$ cat src/design/fpfa_pkg.sv
// Shared types and constants for the fixed-partition fit allocator.
package fpfa_pkg;

	localparam int SLOTS       = 16;
	localparam int SLOT_BITS   = 4;
	localparam int SIZE_BITS   = 16;
	localparam int COUNT_BITS  = 5;
	localparam int POLICY_BITS = 2;
	localparam int CFG_BITS    = 5;
	localparam int ADDR_BITS   = 1;

	typedef enum logic [POLICY_BITS-1:0] {
		FIT_FIRST = 2'd0,
		FIT_BEST  = 2'd1,
		FIT_WORST = 2'd2
	} fit_policy_t;

	typedef enum logic {
		OP_LOAD  = 1'b0,
		OP_ALLOC = 1'b1
	} op_t;

	typedef enum logic [ADDR_BITS-1:0] {
		REG_FIT_POLICY      = 1'b0,
		REG_PARTITION_COUNT = 1'b1
	} reg_index_t;

	typedef struct packed {
		logic                 operation;
		logic [SLOT_BITS-1:0] slot_index;
		logic [SIZE_BITS-1:0] size_value;
	} req_t;

	typedef struct packed {
		logic                 granted;
		logic [SLOT_BITS-1:0] chosen_slot;
		logic [SIZE_BITS-1:0] space_left;
	} rsp_t;

	// Search token handed from cell to cell.
	typedef struct packed {
		logic                 valid;
		logic                 found;
		logic [SLOT_BITS-1:0] idx;
		logic [SIZE_BITS-1:0] rem;
	} tok_t;

	// Write command broadcast to every cell.
	typedef struct packed {
		logic                 ld;
		logic                 al;
		logic [SLOT_BITS-1:0] slot;
		logic [SIZE_BITS-1:0] value;
	} wr_t;

endpackage

$ cat src/design/fixed_partition_fit_allocator.sv
// Top level of the fixed-partition fit allocator: command port, config and cell chain.
//
// Channel   Direction  Handshake              Payload
// request   in         start & !busy          fpfa_pkg::req_t
// result    out        done, one cycle         fpfa_pkg::rsp_t
// config    in         cfg_we                 cfg_addr, cfg_wdata
//
// A load is answered directly: the result strobes in the cycle after the request.
// An allocate sends a search token down the chain of 16 cells, one cell per
// cycle; the chosen cell is updated and the result is registered as the
// token leaves the last cell. busy stays high over the scan.
// Reset clears all partitions and both registers. The receiver cannot stall.
module fixed_partition_fit_allocator (
	input  logic                           clk,
	input  logic                           arst_n,
	input  logic                           start,
	output logic                           busy,
	input  fpfa_pkg::req_t                 request,
	output logic                           done,
	output fpfa_pkg::rsp_t                 result,
	input  logic                           cfg_we,
	input  logic [fpfa_pkg::ADDR_BITS-1:0] cfg_addr,
	input  logic [fpfa_pkg::CFG_BITS-1:0]  cfg_wdata
);

	logic [fpfa_pkg::POLICY_BITS-1:0] policy_q;
	logic [fpfa_pkg::COUNT_BITS-1:0]  count_q;
	logic                             busy_q;
	logic                             launch_q;
	logic [fpfa_pkg::SIZE_BITS-1:0]   req_q;
	logic                             done_q;
	fpfa_pkg::rsp_t                   result_q;

	fpfa_pkg::tok_t                   tok [fpfa_pkg::SLOTS+1];
	fpfa_pkg::tok_t                   tok_end;
	fpfa_pkg::wr_t                    wr;
	logic [fpfa_pkg::SLOTS-1:0]       active;
	logic [fpfa_pkg::SLOTS:0]         tok_valid;
	logic                             accept;

	assign accept  = start && !busy_q;
	assign tok_end = tok[fpfa_pkg::SLOTS];

	always_ff @(posedge clk or negedge arst_n) begin
		if (!arst_n) begin
			policy_q <= '0;
			count_q  <= '0;
		end else if (cfg_we) begin
			case (cfg_addr)
				fpfa_pkg::REG_FIT_POLICY:      policy_q <= cfg_wdata[fpfa_pkg::POLICY_BITS-1:0];
				fpfa_pkg::REG_PARTITION_COUNT: count_q  <= cfg_wdata;
				default: ;
			endcase
		end
	end

	// Load and finished allocate share the broadcast write bus.
	always_comb begin
		wr = '0;
		if (accept && (request.operation == fpfa_pkg::OP_LOAD)) begin
			wr.ld    = 1'b1;
			wr.slot  = request.slot_index;
			wr.value = request.size_value;
		end else if (tok_end.valid && tok_end.found) begin
			wr.al    = 1'b1;
			wr.slot  = tok_end.idx;
			wr.value = req_q;
		end
	end

	assign tok[0] = '{valid: launch_q, found: 1'b0, idx: '0, rem: '0};

	for (genvar j = 0; j < fpfa_pkg::SLOTS; j++) begin : g_cell
		// Counts above the slot total saturate, so a plain compare suffices.
		assign active[j] = count_q > fpfa_pkg::COUNT_BITS'(j);

		fpfa_cell u_cell (
			.clk     (clk),
			.arst_n  (arst_n),
			.cell_id (fpfa_pkg::SLOT_BITS'(j)),
			.active  (active[j]),
			.policy  (policy_q),
			.req_size(req_q),
			.wr      (wr),
			.tok_in  (tok[j]),
			.tok_out (tok[j+1])
		);
	end

	for (genvar k = 0; k <= fpfa_pkg::SLOTS; k++) begin : g_valid
		assign tok_valid[k] = tok[k].valid;
	end

	always_ff @(posedge clk or negedge arst_n) begin
		if (!arst_n) begin
			busy_q   <= 1'b0;
			launch_q <= 1'b0;
			done_q   <= 1'b0;
		end else begin
			launch_q <= accept && (request.operation == fpfa_pkg::OP_ALLOC);
			done_q   <= (accept && (request.operation == fpfa_pkg::OP_LOAD)) || tok_end.valid;
			if (accept && (request.operation == fpfa_pkg::OP_ALLOC)) begin
				busy_q <= 1'b1;
			end else if (tok_end.valid) begin
				busy_q <= 1'b0;
			end
		end
	end

	always_ff @(posedge clk) begin
		if (accept) begin
			req_q <= request.size_value;
		end
		if (accept && (request.operation == fpfa_pkg::OP_LOAD)) begin
			result_q.granted     <= 1'b1;
			result_q.chosen_slot <= request.slot_index;
			result_q.space_left  <= request.size_value;
		end else if (tok_end.valid) begin
			if (tok_end.found) begin
				result_q.granted     <= 1'b1;
				result_q.chosen_slot <= tok_end.idx;
				result_q.space_left  <= tok_end.rem - req_q;
			end else begin
				result_q <= '0;
			end
		end
	end

	assign busy   = busy_q;
	assign done   = done_q;
	assign result = result_q;

	a_done_idle: assert property (@(posedge clk) disable iff (!arst_n)
		done |-> !busy)
		else $error("result strobed while scan still running");

	a_one_token: assert property (@(posedge clk) disable iff (!arst_n)
		$onehot0(tok_valid))
		else $error("more than one search token in the chain");

	a_fail_zero: assert property (@(posedge clk) disable iff (!arst_n)
		(done && !result.granted) |-> (result.chosen_slot == '0 && result.space_left == '0))
		else $error("failure result carries nonzero fields");

	a_alloc_busy: assert property (@(posedge clk) disable iff (!arst_n)
		(accept && request.operation == fpfa_pkg::OP_ALLOC) |=> (busy && tok[0].valid))
		else $error("allocate request did not launch a scan");

endmodule

$ cat src/design/fpfa_cell.sv
// One partition cell: holds size and remaining space, updates the passing search token.
module fpfa_cell (
	input  logic                           clk,
	input  logic                           arst_n,
	input  logic [fpfa_pkg::SLOT_BITS-1:0] cell_id,
	input  logic                           active,
	input  logic [fpfa_pkg::POLICY_BITS-1:0] policy,
	input  logic [fpfa_pkg::SIZE_BITS-1:0] req_size,
	input  fpfa_pkg::wr_t                  wr,
	input  fpfa_pkg::tok_t                 tok_in,
	output fpfa_pkg::tok_t                 tok_out
);

	logic [fpfa_pkg::SIZE_BITS-1:0] size_q;
	logic [fpfa_pkg::SIZE_BITS-1:0] rem_q;
	fpfa_pkg::tok_t                 tok_q;
	logic                           eligible;
	logic                           better;
	logic                           take;

	assign eligible = active && (rem_q == size_q) && (req_size <= rem_q);

	always_comb begin
		case (policy)
			fpfa_pkg::FIT_BEST:  better = rem_q < tok_in.rem;
			fpfa_pkg::FIT_WORST: better = rem_q > tok_in.rem;
			default:             better = 1'b0;
		endcase
	end

	assign take = eligible && (!tok_in.found || better);

	always_ff @(posedge clk or negedge arst_n) begin
		if (!arst_n) begin
			size_q <= '0;
			rem_q  <= '0;
		end else if (wr.ld && (wr.slot == cell_id)) begin
			size_q <= wr.value;
			rem_q  <= wr.value;
		end else if (wr.al && (wr.slot == cell_id)) begin
			rem_q <= rem_q - wr.value;
		end
	end

	// Advance the token one cell per cycle.
	always_ff @(posedge clk or negedge arst_n) begin
		if (!arst_n) begin
			tok_q <= '0;
		end else begin
			tok_q.valid <= tok_in.valid;
			if (tok_in.valid) begin
				tok_q.found <= tok_in.found | eligible;
				tok_q.idx   <= take ? cell_id : tok_in.idx;
				tok_q.rem   <= take ? rem_q : tok_in.rem;
			end
		end
	end

	assign tok_out = tok_q;

endmodule

$ cat config.mk
export PLATFORM = sky130hd
export DESIGN_NAME = fixed_partition_fit_allocator
export DESIGN_NICKNAME = d
export VERILOG_FILES = /design/src/design/fpfa_pkg.sv /design/src/design/fixed_partition_fit_allocator.sv /design/src/design/fpfa_cell.sv
export SDC_FILE = /design/constraint.sdc
export NUM_CORES = 2
export LEC_CHECK = 0
export BUFFER_PORTS_ARGS = -buffer_cell sky130_fd_sc_hd__buf_2
export CELL_PAD_IN_SITES_DETAIL_PLACEMENT = 1
export CELL_PAD_IN_SITES_GLOBAL_PLACEMENT = 2
export CORE_ASPECT_RATIO = 0.5
export CORE_UTILIZATION = 45
export CTS_CLUSTER_SIZE = 14
export DETAILED_ROUTE_END_ITERATION = 12
export PLACE_DENSITY = 0.9
export RECOVER_POWER = 25
export SYNTH_ARGS = -nofsm -noshare
export SYNTH_HDL_FRONTEND = slang
export SYNTH_SLANG_ARGS = --single-unit
$ cat constraint.sdc
create_clock -name clk -period 16 [get_ports clk]
set_input_delay 0.8 -clock clk [delete_from_list [all_inputs] [get_ports clk]]
set_output_delay 0.8 -clock clk [all_outputs]
set_load 0.005 [all_outputs]
Word-level counts from Yosys, hierarchy flattened --
Cells that the tools add are included.
Storage, ports and cells: register bits after elaboration 907, ROM bits 0, output and inout bits 23, bits of input ports 31, word-level logic and storage cells 456, memories kept 0, bits in latches 0, memory bits (writable) 0
Operators by class: bitwise logic cells 17, reduce and logical (&&, ||, !) cells 136, multiplexer cells 87, eq/ne operators 33, divide/modulo/power cells 0, add/subtract/negate cells 17, $mul 0, shift operators 0, magnitude comparators 62
Operators with widths (number):
- 2-to-1 mux 16 bit | 48
- subtractor 16 bit | 17
- equality test 16 bit | 16
- <= comparator 16 bit | 16
- > comparator 16 bit | 15
- < comparator 16 bit | 15
- logical AND 1 bit | 83
- 2-to-1 mux 20 bit | 3
- 2-to-1 mux 4 bit | 14
- 2-to-1 mux 21 bit | 2
- > comparator 5 x 4 -> 1 bit (second input constant) | 8
- nonzero test 2 bit | 18
- equality test 4 bit (second input constant) | 8
- one-hot mux 1 bit (2 select lines) | 15
- > comparator 5 x 3 -> 1 bit (second input constant) | 4
- equality test 4 x 3 -> 1 bit (second input constant) | 4
- zero test 1 bit | 16
- logical OR 1 bit | 16
- OR 1 bit | 15
- > comparator 5 x 1 -> 1 bit (second input constant) | 2
- > comparator 5 x 2 -> 1 bit (second input constant) | 2
- equality test 4 x 2 -> 1 bit (second input constant) | 2
- 2-to-1 mux 1 bit | 5
- equality test 4 x 1 -> 1 bit (second input constant) | 1
- 5 further kinds | 7

Depth between registers and ports, before layout --
depth in word-level cells 8, depth in mapped cells 20, gate-level depth less buffers 16

Modules after synthesis --
A second synthesis with hierarchy kept.
Unflattened totals: cell total of the unflattened synthesis 8315, area, all modules 71324.7 sq um
Modules (own cells, without submodules):
- fpfa_cell (g_cell[12].u_cell ...) | times used 7, cells each 491, area an instance 4393.0 sq um
- fpfa_cell (g_cell[0].u_cell ...) | times used 6, cells each 508, area an instance 4169.0 sq um
- fpfa_cell (g_cell[8].u_cell ...) | times used 2, cells each 514, area an instance 4264.1 sq um
- fpfa_cell (g_cell[13].u_cell) | times used 1, cells each 507, area an instance 4161.5 sq um
- fixed_partition_fit_allocator | times used 1, cells each 295, area an instance 2870.3 sq um

Worst setup path after synthesis --
OpenSTA, ideal clock, no wires.
path kind input port to flip-flop, start input port start, end register g_cell[14].u_cell.rem_q[14] (netlist bit), path buffers 4, data arrival time 5.511 ns, setup time 0.133 ns, setup slack 10.356 ns, stages 20, cell sequence nor2b_1 and2b_1 buf_2 buf_2 buf_2 a22oi_1 clkbuf_1 inv_1 ha_1 inv_1 fa_1 a21o_1 a21oi_1 o21bai_1 a2111oi_0 o31a_1 o21ai_0 xor2_1 a211oi_1 a21oi_1
RTL lines:
- from (decl) | RTL line fixed_partition_fit_allocator.sv:16 | input logic start,
- to (signal assigned) | RTL line fpfa_cell.sv:39 | rem_q <= wr.value;
- to (signal assigned) | RTL line fpfa_cell.sv:41 | rem_q <= rem_q - wr.value;
- to (decl) | RTL line fpfa_cell.sv:15 | logic [fpfa_pkg::SIZE_BITS-1:0] rem_q;

==> results.json <==
{
  "yosys.area.top_type": "dfrtp_1",
  "dp_hpwl_mm": 197,
  "grt_max_degree": 104,
  "yosys.cell_types.count": 92,
  "arrival_ps": 9970,
  "tritoncts": "yes",
  "cp_cell_sequence": "clkbuf_1 -> clkbuf_1 -> buf_4 -> buf_4",
  "critPathMaxStageDelay_ps": 4240,
  "min_period_ps": 9280,
  "antenna_found_initial": 28,
  "first_iter_violations": 6415,
  "synth_common_cells": "859 x dfrtp_1, 753 x ha_1, 614 x a21oi_1, 613 x inv_1, 551 x nand2_1",
  "root_buffer": "clkbuf_16",
  "relSlewSlack_pct": -312,
  "first_global_vias": 59900,
  "hold_violations": 0,
  "hold_class": "in2reg",
  "setup_viol": 0,
  "violations": "max-capacitance violations, max-slew violations",
  "synth_seq_cells": 896,
  "cp_top_family": "buffers and inverters",
  "maxCapViolCount": 24,
  "ant_nets": 0,
  "grt_pass1_wl_mm": 405,
  "wirelength_mm": 277,
  "path_class": "in2async",
  "dr.pass1.iters": 5,
  "die-area_sq_um": 145000,
  "critPathCaptureType": "asynchronous set/reset pin",
  "fp.dieW_um": 537,
  "total_power_w": 0.0123,
  "netlist_instances": 7235,
  "place.gp.congestion": 0.934,
  "cp_num_buf_inv": 4,
  "fp.dieH_um": 270,
  "design_area_sq_um": 70100,
  "rsz0062_at_grt": "no",
  "fin_tns_setup_ps": 0,
  "drive_gt1_share_pct": 6.79,
  "grt_use_total_pct": 37.9,
  "ys_top_cells_by_area": "dfrtp_1 33%, ha_1 15%, a21oi_1 4.8%",
  "yosysSeqAreaShare_pct": 35.0,
  "finalWorstSetupSlack_ps": 6720,
  "areaGrowthSynthToFinish_pct": 8.72,
  "clk_pin_slew_ps": 60,
  "cts_hold_repair.buffers": 0,
  "wl_per_cell_um": 30.3,
  "fin_crit_sh_pct": 58.0,
  "clk_latency_ps": 730,
  "syn-num-nets": 8036,
  "cpMaxStageDelayCell": "clkbuf_1",
  "synth.most_common_cell": "dfrtp_1",
  "cts_resized": 0,
  "drc": 0,
  "initial_core_util_pct": 45.7,
  "synth_top_area_share_pct": 33.3,
  "cts_max_path_buffers": 3,
  "postPlaceCellArea_sq_um": 67100,
  "num_io_pins": 54,
  "viasPerCell": 6.50,
  "syn-cell-area_sq_um": 64500,
  "outcome": "finished, violations left",
  "required_ps": 16700,
  "core_sq_um": 141000,
  "row_count": 97,
  "vias": 59500,
  "numCtsBuffers": 93,
  "syn_avg_cell_area_sq_um": 8.92,
  "worstPathMaxFanout": 103,
  "portBuffers": 53,
  "synth-edff-count": 36,
  "fin_skew_ps": 32.5,
  "clkSinkCount": 896,
  "yosysWarningCount": 0,
  "synth-main-ff-cell": "dfrtp_1",
  "peakVddDrop_mv": 0.0798,
  "max_freq_mhz": 108,
  "leakagePower_nw": 31.8,
  "pre_cts_ws_ps": 9120,
  "powerDensity_nw_per_um2": 175,
  "cp-start-kind": "input port",
  "gr-total-overflow": 0,
  "cts_setup_buffers": 0,
  "slew_violations": 1161,
  "final_nets": 7991,
  "tightest_slew_ps": 6190,
  "ctsHtreeMaxLevel": 3,
  "async_reset_ff_share_pct": 95.9
}
logic make-up after synthesis:
logic type               Yosys count  share of synthesized area [%]
adder cells (fa/ha/maj)          770                           15.1
flip-flops                       896                           35.0
XOR/XNOR                         433                           5.88
multiplexers                     242                           3.93
AO/OA/AOI/OAI                   2106                           20.7
buffers and inverters            954                           5.79
AND/OR/NAND/NOR                 1834                           13.6
worst paths after layout:
kind / from / to / slack (ps) / depth (start not counted)
hold / removal: cfg_wdata[2] / count_q[2] / 320 / 2
hold reg to reg: result[20] / result[20] / 470 / 2
max in group clk: busy / g_cell[14].u_cell.rem_q[14] / 8840 / 17
min in group asynchronous: arst_n / g_cell[5].u_cell.tok_out[6] / 2410 / 1
setup reg to reg: busy / g_cell[14].u_cell.rem_q[14] / 8840 / 17
setup / recovery: arst_n / g_cell[1].u_cell.size_q[1] / 6720 / 4
power by group:
group	total [W]	internal, W	switching [W]
Combinational	0.00592	0.00233	0.00359
Clock	0.00238	0.00134	0.00105
Sequential	0.00400	0.00290	0.00110
layout by cell type, fill, tap and decap left out, types with 96 or more instances in the layout:
| master | count |
|---|---|
| buf_4 | 126 |
| ha_1 | 753 |
| inv_1 | 613 |
| a21oi_1 | 600 |
| nand2_1 | 550 |
| mux2i_1 | 151 |
| nand3_1 | 254 |
| a211oi_1 | 177 |
| xor2_1 | 185 |
| nor3_1 | 96 |
| clkbuf_16 | 98 |
| a31oi_1 | 106 |
| xnor2_1 | 248 |
| dfrtp_1 | 854 |
| o211ai_1 | 96 |
| o21ai_0 | 398 |
| nand4_1 | 142 |
| nor2b_1 | 96 |
| a21o_1 | 237 |
| nor2_1 | 395 |
through the flow:
step	std cells	hold WS, ps	util (%)
final	9156	319	49.7
after global routing	9140	310	49.7
after CTS	9139	181	49.8
after detailed placement	8976	463	47.5
after global placement	8976	457	47.5
after floorplan	7235	352	-
area by class of cell:
class | count | area [sq um]
inverter | 615 | 2310
timing repair buffer | 199 | 1240
clock buffer | 133 | 2750
clock inverter | 30 | 392
sequential | 896 | 22600
multi-input combinational | 5385 | 38400
fill | 16300 | 71000
antenna | 17 | 42.5
tap | 1881 | 2350
flip-flops by register name, indices dropped and copies added (netlist names):
register	flops
policy_q	2
result	21
req_q	16
g_cell.u_cell.tok_out	337
launch_q	1
done	1
g_cell.u_cell.size_q	256
busy	1
g_cell.u_cell.rem_q	256
count_q	5
per-layer routing:
| metal | global-route usage (%) | vias up | wire [um] | share of wire (%) |
|---|---|---|---|---|
| met2 | 55.8 | 2710 | 117000 | 42 |
| met3 | 7.35 | 702 | 27700 | 10 |
| met4 | 16.7 | 8 | 13700 | 4.9 |
| li1 | - | 25900 | - | - |
| met5 | 0 | - | 191 | 0.069 |
| met1 | 53.8 | 30200 | 119000 | 43 |
Note: power is estimated with default switching activity, not from simulation.
